===== config.mk =====
export PLATFORM = sky130hd
export DESIGN_NAME = header_length_frame_receiver_top
export DESIGN_NICKNAME = d
export VERILOG_FILES = /design/src/design/hlfr_pkg.sv /design/src/design/hlfr_parser.sv /design/src/design/hlfr_out_buf.sv /design/src/design/header_length_frame_receiver_top.sv
export SDC_FILE = /design/constraint.sdc
export NUM_CORES = 1
export LEC_CHECK = 0
export BUFFER_PORTS_ARGS = -buffer_cell sky130_fd_sc_hd__clkbuf_2
export CORE_UTILIZATION = 50
export CTS_BUF_LIST = sky130_fd_sc_hd__clkbuf_4 sky130_fd_sc_hd__clkbuf_8
export CTS_CLUSTER_DIAMETER = 150
export DETAILED_ROUTE_END_ITERATION = 8
export HOLD_SLACK_MARGIN = 0.05
export MAX_ROUTING_LAYER = met4
export PLACE_DENSITY = 0.71
export SYNTH_ARGS = -nofsm -noshare
export SYNTH_HDL_FRONTEND = slang
export SYNTH_SLANG_ARGS = --single-unit
export TNS_END_PERCENT = 1

===== constraint.sdc =====
create_clock -name clk -period 4.5 [get_ports clk]
set_input_delay 0.45 -clock clk [delete_from_list [all_inputs] [get_ports clk]]
set_output_delay 0.45 -clock clk [all_outputs]
set_load 0.1 [all_outputs]

===== src/design/hlfr_pkg.sv =====
// ----------------------------------------------------------------------------
// hlfr_pkg: shared types and constants of the header/length frame receiver
// Holds the configuration register indexes, the position codes of the
// frame parser and the record of one result.
// ----------------------------------------------------------------------------
`default_nettype none

package hlfr_pkg;

  localparam int unsigned ByteW = 8;
  localparam int unsigned CfgIdxW = 3;

  // Configuration register indexes.
  typedef enum logic [CfgIdxW-1:0] {
    REG_HEADER_FIRST     = 3'd0,
    REG_HEADER_SECOND    = 3'd1,
    REG_ID_RETURN_OK     = 3'd2,
    REG_ID_RETURN_NG     = 3'd3,
    REG_ID_RESEND_RESULT = 3'd4,
    REG_ID_DATA_ACK      = 3'd5,
    REG_ID_DATA_NOACK    = 3'd6
  } cfg_reg_t;

  // Frame positions with a meaning of their own.
  localparam logic [ByteW-1:0] POS_HUNT    = 8'd0;
  localparam logic [ByteW-1:0] POS_HEADER2 = 8'd1;
  localparam logic [ByteW-1:0] POS_LENGTH  = 8'd2;
  localparam logic [ByteW-1:0] POS_MSG_ID  = 8'd3;

  // Shortest legal frame: two header bytes, length and message id.
  localparam logic [ByteW-1:0] MIN_FRAME_LEN = 8'd4;

  // Register file contents seen by the parser.
  typedef struct packed {
    logic [ByteW-1:0] header_first;
    logic [ByteW-1:0] header_second;
    logic [ByteW-1:0] id_return_ok;
    logic [ByteW-1:0] id_return_ng;
    logic [ByteW-1:0] id_resend_result;
    logic [ByteW-1:0] id_data_ack;
    logic [ByteW-1:0] id_data_noack;
  } cfg_t;

  // One result item.
  typedef struct packed {
    logic [ByteW-1:0] frame_byte;
    logic [ByteW-1:0] byte_pos;
    logic             frame_last;
    logic             length_error;
    logic [ByteW-1:0] msg_id;
    logic             is_cmd_result;
    logic             is_data_msg;
  } result_t;

endpackage

`default_nettype wire


===== src/design/hlfr_parser.sv =====
// ----------------------------------------------------------------------------
// hlfr_parser: frame parser of the header/length frame receiver
// Tracks the position in the current frame, checks the two header bytes,
// takes the length and the message id and builds the result for each byte.
// ----------------------------------------------------------------------------
`default_nettype none

module hlfr_parser
  import hlfr_pkg::*;
(
  input  wire logic             clk,
  input  wire logic             rst_n,
  input  wire cfg_t             cfg,
  input  wire logic             step,
  input  wire logic [ByteW-1:0] rx_byte,
  output logic                  res_valid,
  output result_t               res
);

  logic [ByteW-1:0] pos_r, pos_nxt;
  logic [ByteW-1:0] len_r, len_nxt;
  logic [ByteW-1:0] id_r, id_nxt;
  logic [ByteW-1:0] cur_id;
  logic [ByteW:0]   pos_plus_one;
  logic             is_last;

  // Position and frame registers advance once per accepted byte.
  always_ff @(posedge clk) begin
    if (!rst_n) begin
      pos_r <= POS_HUNT;
      len_r <= '0;
      id_r  <= '0;
    end else if (step) begin
      pos_r <= pos_nxt;
      len_r <= len_nxt;
      id_r  <= id_nxt;
    end
  end

  // The message id byte is both captured and, for a four byte frame,
  // classified in the same cycle.
  assign cur_id       = (pos_r == POS_MSG_ID) ? rx_byte : id_r;
  assign pos_plus_one = {1'b0, pos_r} + {{ByteW{1'b0}}, 1'b1};
  assign is_last      = pos_plus_one >= {1'b0, len_r};

  // Next state and result for the byte at the input.
  always_comb begin
    pos_nxt   = pos_r;
    len_nxt   = len_r;
    id_nxt    = cur_id;
    res_valid = 1'b0;
    res       = '0;
    res.frame_byte = rx_byte;
    res.byte_pos   = pos_r;
    unique case (pos_r)
      POS_HUNT: begin
        if (rx_byte == cfg.header_first) begin
          pos_nxt   = POS_HEADER2;
          res_valid = 1'b1;
        end
      end
      POS_HEADER2: begin
        if (rx_byte == cfg.header_second) begin
          pos_nxt   = POS_LENGTH;
          res_valid = 1'b1;
        end else begin
          pos_nxt = POS_HUNT;
        end
      end
      POS_LENGTH: begin
        res_valid = 1'b1;
        if (rx_byte < MIN_FRAME_LEN) begin
          pos_nxt          = POS_HUNT;
          res.length_error = 1'b1;
        end else begin
          pos_nxt = POS_MSG_ID;
          len_nxt = rx_byte;
        end
      end
      default: begin
        res_valid = 1'b1;
        if (is_last) begin
          pos_nxt           = POS_HUNT;
          res.frame_last    = 1'b1;
          res.msg_id        = cur_id;
          res.is_cmd_result = (cur_id == cfg.id_return_ok) ||
                              (cur_id == cfg.id_return_ng) ||
                              (cur_id == cfg.id_resend_result);
          res.is_data_msg   = (cur_id == cfg.id_data_ack) ||
                              (cur_id == cfg.id_data_noack);
        end else begin
          pos_nxt = pos_plus_one[ByteW-1:0];
        end
      end
    endcase
  end

endmodule

`default_nettype wire


===== src/design/hlfr_out_buf.sv =====
// ----------------------------------------------------------------------------
// hlfr_out_buf: result register with skid stage
// Holds the result on offer and one more, so the input side can still take
// a byte while the consumer stalls.
// ----------------------------------------------------------------------------
`default_nettype none

module hlfr_out_buf
  import hlfr_pkg::*;
(
  input  wire logic    clk,
  input  wire logic    rst_n,
  input  wire logic    push,
  input  wire result_t push_res,
  output logic         space,
  output logic         out_valid,
  input  wire logic    out_ready,
  output result_t      out_res
);

  logic    main_valid_r, main_valid_nxt;
  logic    skid_valid_r, skid_valid_nxt;
  result_t main_r, main_nxt;
  result_t skid_r, skid_nxt;
  logic    pop;

  assign pop       = main_valid_r && out_ready;
  assign space     = !skid_valid_r;
  assign out_valid = main_valid_r;
  assign out_res   = main_r;

  // Refill the output register from the skid stage first, then from a push.
  always_comb begin
    main_valid_nxt = main_valid_r;
    skid_valid_nxt = skid_valid_r;
    main_nxt       = main_r;
    skid_nxt       = skid_r;
    if (pop) begin
      if (skid_valid_r) begin
        main_nxt       = skid_r;
        skid_valid_nxt = 1'b0;
        if (push) begin
          skid_nxt       = push_res;
          skid_valid_nxt = 1'b1;
        end
      end else begin
        main_valid_nxt = push;
        main_nxt       = push_res;
      end
    end else if (push) begin
      if (main_valid_r) begin
        skid_nxt       = push_res;
        skid_valid_nxt = 1'b1;
      end else begin
        main_nxt       = push_res;
        main_valid_nxt = 1'b1;
      end
    end
  end

  // Valid flags are cleared by reset; the payload is not.
  always_ff @(posedge clk) begin
    if (!rst_n) begin
      main_valid_r <= 1'b0;
      skid_valid_r <= 1'b0;
    end else begin
      main_valid_r <= main_valid_nxt;
      skid_valid_r <= skid_valid_nxt;
    end
  end

  always_ff @(posedge clk) begin
    main_r <= main_nxt;
    skid_r <= skid_nxt;
  end

endmodule

`default_nettype wire


===== src/design/header_length_frame_receiver_top.sv =====
// ----------------------------------------------------------------------------
// header_length_frame_receiver_top: two byte header, length prefixed deframer
// Hunts for the header, follows the frame by its length byte and passes on
// each frame byte with its position, the last-byte mark and the message id
// class.
//
//   Port group   Direction  Handshake        Contents
//   in_*         in         valid / ready    one received byte
//   out_*        out        valid / ready    frame byte, position, flags
//   cfg_*        in         write enable     header bytes and message ids
//
// Each result is registered before it shows on out_*; a new byte is
// accepted every cycle while in_ready is high. The result register plus
// a one entry skid stage decide in_ready: it drops only when both hold
// results that the consumer has not taken. Synchronous reset puts the
// parser back to hunting, clears the parser state, the configuration
// registers and the result valid flags; the result payload is not reset.
// ----------------------------------------------------------------------------
`default_nettype none

module header_length_frame_receiver_top
  import hlfr_pkg::*;
(
  input  wire logic               clk,
  input  wire logic               rst_n,
  input  wire logic               cfg_we,
  input  wire logic [CfgIdxW-1:0] cfg_index,
  input  wire logic [ByteW-1:0]   cfg_wdata,
  input  wire logic               in_valid,
  output logic                    in_ready,
  input  wire logic [ByteW-1:0]   in_rx_byte,
  output logic                    out_valid,
  input  wire logic               out_ready,
  output logic [ByteW-1:0]        out_frame_byte,
  output logic [ByteW-1:0]        out_byte_pos,
  output logic                    out_frame_last,
  output logic                    out_length_error,
  output logic [ByteW-1:0]        out_msg_id,
  output logic                    out_is_cmd_result,
  output logic                    out_is_data_msg
);

  cfg_t    cfg_r;
  logic    step;
  logic    res_valid;
  result_t res;
  result_t out_res;

  // Configuration registers; index seven is not a register.
  always_ff @(posedge clk) begin
    if (!rst_n) begin
      cfg_r <= '0;
    end else if (cfg_we) begin
      unique case (cfg_reg_t'(cfg_index))
        REG_HEADER_FIRST:     cfg_r.header_first     <= cfg_wdata;
        REG_HEADER_SECOND:    cfg_r.header_second    <= cfg_wdata;
        REG_ID_RETURN_OK:     cfg_r.id_return_ok     <= cfg_wdata;
        REG_ID_RETURN_NG:     cfg_r.id_return_ng     <= cfg_wdata;
        REG_ID_RESEND_RESULT: cfg_r.id_resend_result <= cfg_wdata;
        REG_ID_DATA_ACK:      cfg_r.id_data_ack      <= cfg_wdata;
        REG_ID_DATA_NOACK:    cfg_r.id_data_noack    <= cfg_wdata;
        default:              cfg_r <= cfg_r;
      endcase
    end
  end

  // A request is taken whenever the output buffer has room.
  assign step = in_valid && in_ready;

  hlfr_parser u_parser (
    .clk       (clk),
    .rst_n     (rst_n),
    .cfg       (cfg_r),
    .step      (step),
    .rx_byte   (in_rx_byte),
    .res_valid (res_valid),
    .res       (res)
  );

  hlfr_out_buf u_out_buf (
    .clk       (clk),
    .rst_n     (rst_n),
    .push      (step && res_valid),
    .push_res  (res),
    .space     (in_ready),
    .out_valid (out_valid),
    .out_ready (out_ready),
    .out_res   (out_res)
  );

  // Result fields to ports.
  assign out_frame_byte    = out_res.frame_byte;
  assign out_byte_pos      = out_res.byte_pos;
  assign out_frame_last    = out_res.frame_last;
  assign out_length_error  = out_res.length_error;
  assign out_msg_id        = out_res.msg_id;
  assign out_is_cmd_result = out_res.is_cmd_result;
  assign out_is_data_msg   = out_res.is_data_msg;

endmodule

`default_nettype wire


## Word-level counts from Yosys, hierarchy flattened

Cells that the tools add are included.

- Register bits after elaboration: 138
- Input bits: 24
- Word-level logic and storage cells: 108

- Multiplexer cells: 32
- Reductions and logical operators: 25
- Equality and inequality tests: 21
- Bitwise gates (word level): 1
- $lt $le $gt $ge: 2
- Add/subtract/negate cells: 1

Operators by type and width:

| operator | number |
|---|---|
| 28-bit 2-to-1 mux | 9 |
| 8-bit equality test | 7 |
| 8-bit 2-to-1 mux | 3 |
| 8-bit one-hot mux with 3 select lines | 1 |
| 2-bit AND reduction | 11 |
| 10-bit 2-to-1 mux | 2 |
| 8-bit by 2-bit equality test with 1-bit output, second input constant | 2 |
| 1-bit 2-to-1 mux | 14 |
| 8-bit by 1-bit adder with 9-bit output, second input constant | 1 |
| 3-bit equality test, second input constant | 3 |
| 9-bit by 8-bit >= comparator with 1-bit output | 1 |
| 8-bit by 1-bit equality test with 1-bit output, second input constant | 1 |
| 8-bit zero test | 1 |
| 8-bit by 3-bit less-than comparator with 1-bit output, second input constant | 1 |
| 3-bit by 2-bit equality test with 1-bit output, second input constant | 2 |
| 2-bit by 1-bit != test with 1-bit output, second input constant | 3 |
| 2-bit 2-to-1 mux | 2 |
| 2-bit != test, second input constant | 2 |
| 4-bit AND reduction | 1 |
| 2-bit nonzero test | 2 |
| 3-bit by 1-bit equality test with 1-bit output, second input constant | 1 |
| 1-bit logical AND | 3 |
| 3-bit zero test | 1 |
| 1-bit logical OR | 3 |
| 5 further kinds | 5 |

## Logic depth before layout (Yosys ltp)

- Word-level depth: 10
- Depth in mapped cells: 13

## By module

A second synthesis with hierarchy kept.

- Cells, all modules: 651
- Area total of the unflattened synthesis: 6996.7 um^2

Modules (own cells, without submodules):

| module | area each (um^2) | times used | cells each |
|---|---|---|---|
| hlfr_parser | 2706.3 | 1 | 350 |
| hlfr_out_buf | 2214.6 | 1 | 102 |
| header_length_frame_receiver_top | 2075.7 | 1 | 199 |

## Worst setup path before layout

Ideal clock, no wire load.

- Path type: input to register
- Start: input in_rx_byte[1]
- End: register u_out_buf.skid_r[0] (netlist bit) (enable)
- Stages: 7
- Path slack: 180 ps
- Buffers on the path: 1
- Setup time: 448 ps
- Required time: 4052 ps
- Arrival: 3871 ps
- Path through: clkbuf_1 xor2_1 nor4_1 nand4_1 or4_1 a31o_2 nor3_1

- Word-level cells in the longest chain between the ends: 6

Ends and longest elaborated chain:

| item | RTL line | RTL |
|---|---|---|
| from (decl) | header_length_frame_receiver_top.sv:31 | `input wire logic [ByteW-1:0] in_rx_byte,` |
| 8-bit equality test (on tied branches) | hlfr_parser.sv:63, hlfr_parser.sv:57 |  |
| 1-bit 2-to-1 mux (on tied branches) | hlfr_parser.sv:63, hlfr_parser.sv:57 |  |
| 1-bit one-hot mux with 2 select lines * | hlfr_parser.sv:55 | `unique case (pos_r)` |
| 1-bit logical AND * | header_length_frame_receiver_top.sv:83 | `.push (step && res_valid),` |
| 2-bit by 1-bit != test with 1-bit output (no source line) or 2-bit nonzero test (tied branches) | n/a |  |
| 4-bit AND reduction (no source line) * | n/a |  |
| to (signal assigned) | hlfr_out_buf.sv:74 | `skid_r <= skid_nxt;` |
| to (decl) | hlfr_out_buf.sv:24 | `result_t skid_r, skid_nxt;` |

Mark *: on every way between the ends. The rest lies on a longest branch, timed or not.
A chain may end at the register's enable or synchronous reset.

==> summary.md <==
| Metric | Value |
|---|---|
| Residual DRC | 0 |
| Most frequent cells in the layout | 163 x nand2_1, 82 x dfxtp_1, 56 x a21boi_0, 56 x edfxtp_1, 53 x clkbuf_2 |
| Row cnt | 42 |
| Gr ovfl total | 0 |
| CP endpoint kind | flop |
| Most Used Layer, Global Route | met2 |
| Final Max Tran Viols | 0 |
| Port bufs | 53 |
| Critical Path RT | 4.70 ns |
| Layout area overhead | 12.6% |
| Via/cell ratio | 5.60 |
| H-tree Lvls | 4 |
| Nets@finish | 782 |
| Post-route ant nets | 0 |
| Chip Height | 118 um |
| Number of detailed-routing iterations run before antenna repair | 5 |
| First-pass GRT wire length | 26200 um |
| Crit-path max FO | 20 |
| Biggest area consumer among synthesized cells | edfxtp_1 |
| Synthesized area | 6780 um2 |
| Syn Inst Count | 704 |
| Worst-margin pin slew | 0.909 ns |
| Critical path class | flop to flop |
| Ranking of synthesized cells by area | edfxtp_1 25%, dfxtp_1 24%, nand2_1 9.0%, a21boi_0 6.2%, xnor2_1 5.0% |
| Crit path from | u_parser.pos_r[0] |
| Vias post-DR | 5240 |
| Core area | 13200 um2 |
| Skew-Pair Late Insertion Delay | 0.45 ns |
| Arr. time, crit path | 3.63 ns |
| PostCTS Resize Cnt | 0 |
| RSZ-0062 raised after global routing | no |
| Tot Pwr | 2.87 mW |
| Syn_nets | 740 |
| CTS sink count | 138 |
| Maxcap violations | 0 |
| Number of flops mapped to enable cells by yosys | 56 |
| Fmax achieved | 0.292 GHz |
| GRT met3 Usage | 5.74% |
| Sequential fraction of the synthesis area | 49.0% |
| Setup-failing EPs final | 0 |
| DIE WIDTH | 118 um |
| Gpl congestion | 0.885 |
| Syn Area/Cell | 9.63 um2 |
| Power Density | 375 nW/um2 |
| Area share of the leading cell type in the synthesized netlist | 24.8% |
| Clk slew on worst S/H paths | 0.07 ns |
| HP Start | out_ready |
| Hold WS | 0.352 ns |
| Met2 track demand over resource | 39.3% |
| Clock root buffer | clkbuf_8 |
| # fillers | 1220 |
| Fin worst setup slack | 1.08 ns |
| Crit start category | flop |
| M1 GR Usage | 31.2% |
| Initial antenna violation count | 0 |
| Antenna Cells | 0 |
| Setup TNS | 0 ns |
| Post-route cell area | 7640 um2 |
| Total GRT Usage | 25.1% |
| Initial Utilization | 51.2% |
| Max Clock Skew | 0.00980 ns |
| Synth unique cells | 57 |
| Detailed Place HPWL | 11300 um |
| Num CTS Buffers | 17 |
| Vias in the first global route | 5092 |
| Avg WL per Cell | 17.7 um |
| Status | finished, final reports clean |
| DRT iter0 DRCs | 391 |
| Slew Limit Headroom | 39.0% |
| Reg2reg start | u_parser.pos_r[0] |
| Io pins | 54 |
| Most common cell after layout, fill and taps aside | nand2_1 |
| Post-CTS Setup Inserts | 0 |
| Maximum number of pins on one net before global-route repair | 73 |
| Asr flop ratio synth | 0% |
| Die area | 14000 um2 |
| Yosys warns | 0 |
| TritonCTS clock tree | built |
| Maximum VDD drop | 0.000195 V |
| DRT Wirelength | 16500 um |
| Cell Area, Placed | 7180 um2 |
| Final min period | 3.42 ns |
| Final period utilization | 76.1% |
| Register bit total from synthesis | 138 |
| Clock buffer depth | 2 |
| Leakage dissipation | 2.80 nW |
| Top FF cell, synth | dfxtp_1 |
| Post-CTS Hold Buffers | 0 |
| Fin. Hold Viols | 0 |
| Layout cell share with drive strength beyond 1 | 14.8% |
| Worst hold path class | primary input to flop |
| Setup WS pre-CTS | 1.12 ns |
[cell type report]
cell class / instances / area, um2 / share of cell area, %
flip-flops and latches: 138 / 3320 / 43.5
multi-input cells: 505 / 3230 / 42.3
clock buffers: 20 / 263 / 3.44
clock inverters: 12 / 196 / 2.57
inverters: 26 / 97.6 / 1.28
repair buffers: 58 / 303 / 3.96
well taps: 176 / 220 / 2.88
[registers in the layout, summed over array words and instances (netlist names)]
signal                  count
cfg_r                      56
u_parser.id_r               8
u_parser.pos_r              8
u_out_buf.skid_valid_r      1
u_out_buf.out_valid         1
u_parser.len_r              8
u_out_buf.skid_r           28
u_out_buf.out_res          28
[path summary, 6_finish.rpt]
check	to	slack [ns]	depth (start not counted)
hold reg to reg	cfg_r[50]	0.48	2
setup / recovery	u_out_buf.out_res[0]	1.08	11
hold / removal	u_out_buf.out_valid	0.35	3
setup reg to reg	u_out_buf.out_res[0]	1.08	11
[synth_stat cells, types with 6 or more instances]
master / number
a21boi_1: 10
inv_1: 26
mux2i_1: 11
o21ai_0: 11
nand2_1: 163
nor4_1: 7
xnor2_1: 39
mux2_2: 11
dfxtp_1: 82
nor2_1: 29
o31ai_1: 9
ha_1: 12
nor2b_1: 13
xor2_1: 35
a21boi_0: 56
nor3_1: 6
nand4_1: 12
nand3_1: 13
edfxtp_1: 56
a21oi_1: 7
clkbuf_1: 28
[layer usage]
layer | routed length [um] | up-vias
li1 | - | 2509
met1 | 7400 | 2472
met2 | 7520 | 212
met3 | 1100 | 47
met4 | 526 | 0
met5 | 0 | -
[worst max-delay path: stages, from the launching register on]
cell,delay [ns]
dfxtp_1,0.48
ha_1,0.49
and3_1,0.28
nand3_1,0.11
xnor2_1,0.23
ha_1,0.28
a21oi_1,0.12
o21ai_0,0.08
a21oi_1,0.16
or2_1,0.60
nor2_1,0.13
a22o_1,0.21
[metrics by stage]
step           std cells  util, %
2_1_floorplan        704        -
6_report             935     57.7
4_1_cts              935     57.7
3_3_place_gp         903     54.2
5_1_grt              935     57.7
3_5_place_dp         903     54.2
[report_power, final]
part / total [mW] / internal [mW] / switching (mW)
sequential: 1.36 / 1.34 / 0.0201
combinational: 0.357 / 0.0898 / 0.267
clock: 1.15 / 0.685 / 0.468
total: 2.87 / 2.11 / 0.755
[cells by family after synthesis]
logic type	after synthesis	synth area share [%]
compound gates	129	14.2
xor+xnor	74	9.56
fa+ha+maj	12	2.21
buf+inv	61	3.49
flops	138	49.0
mux	24	3.98
simple gates	266	17.6
Note: power is estimated with default switching activity, not from simulation.
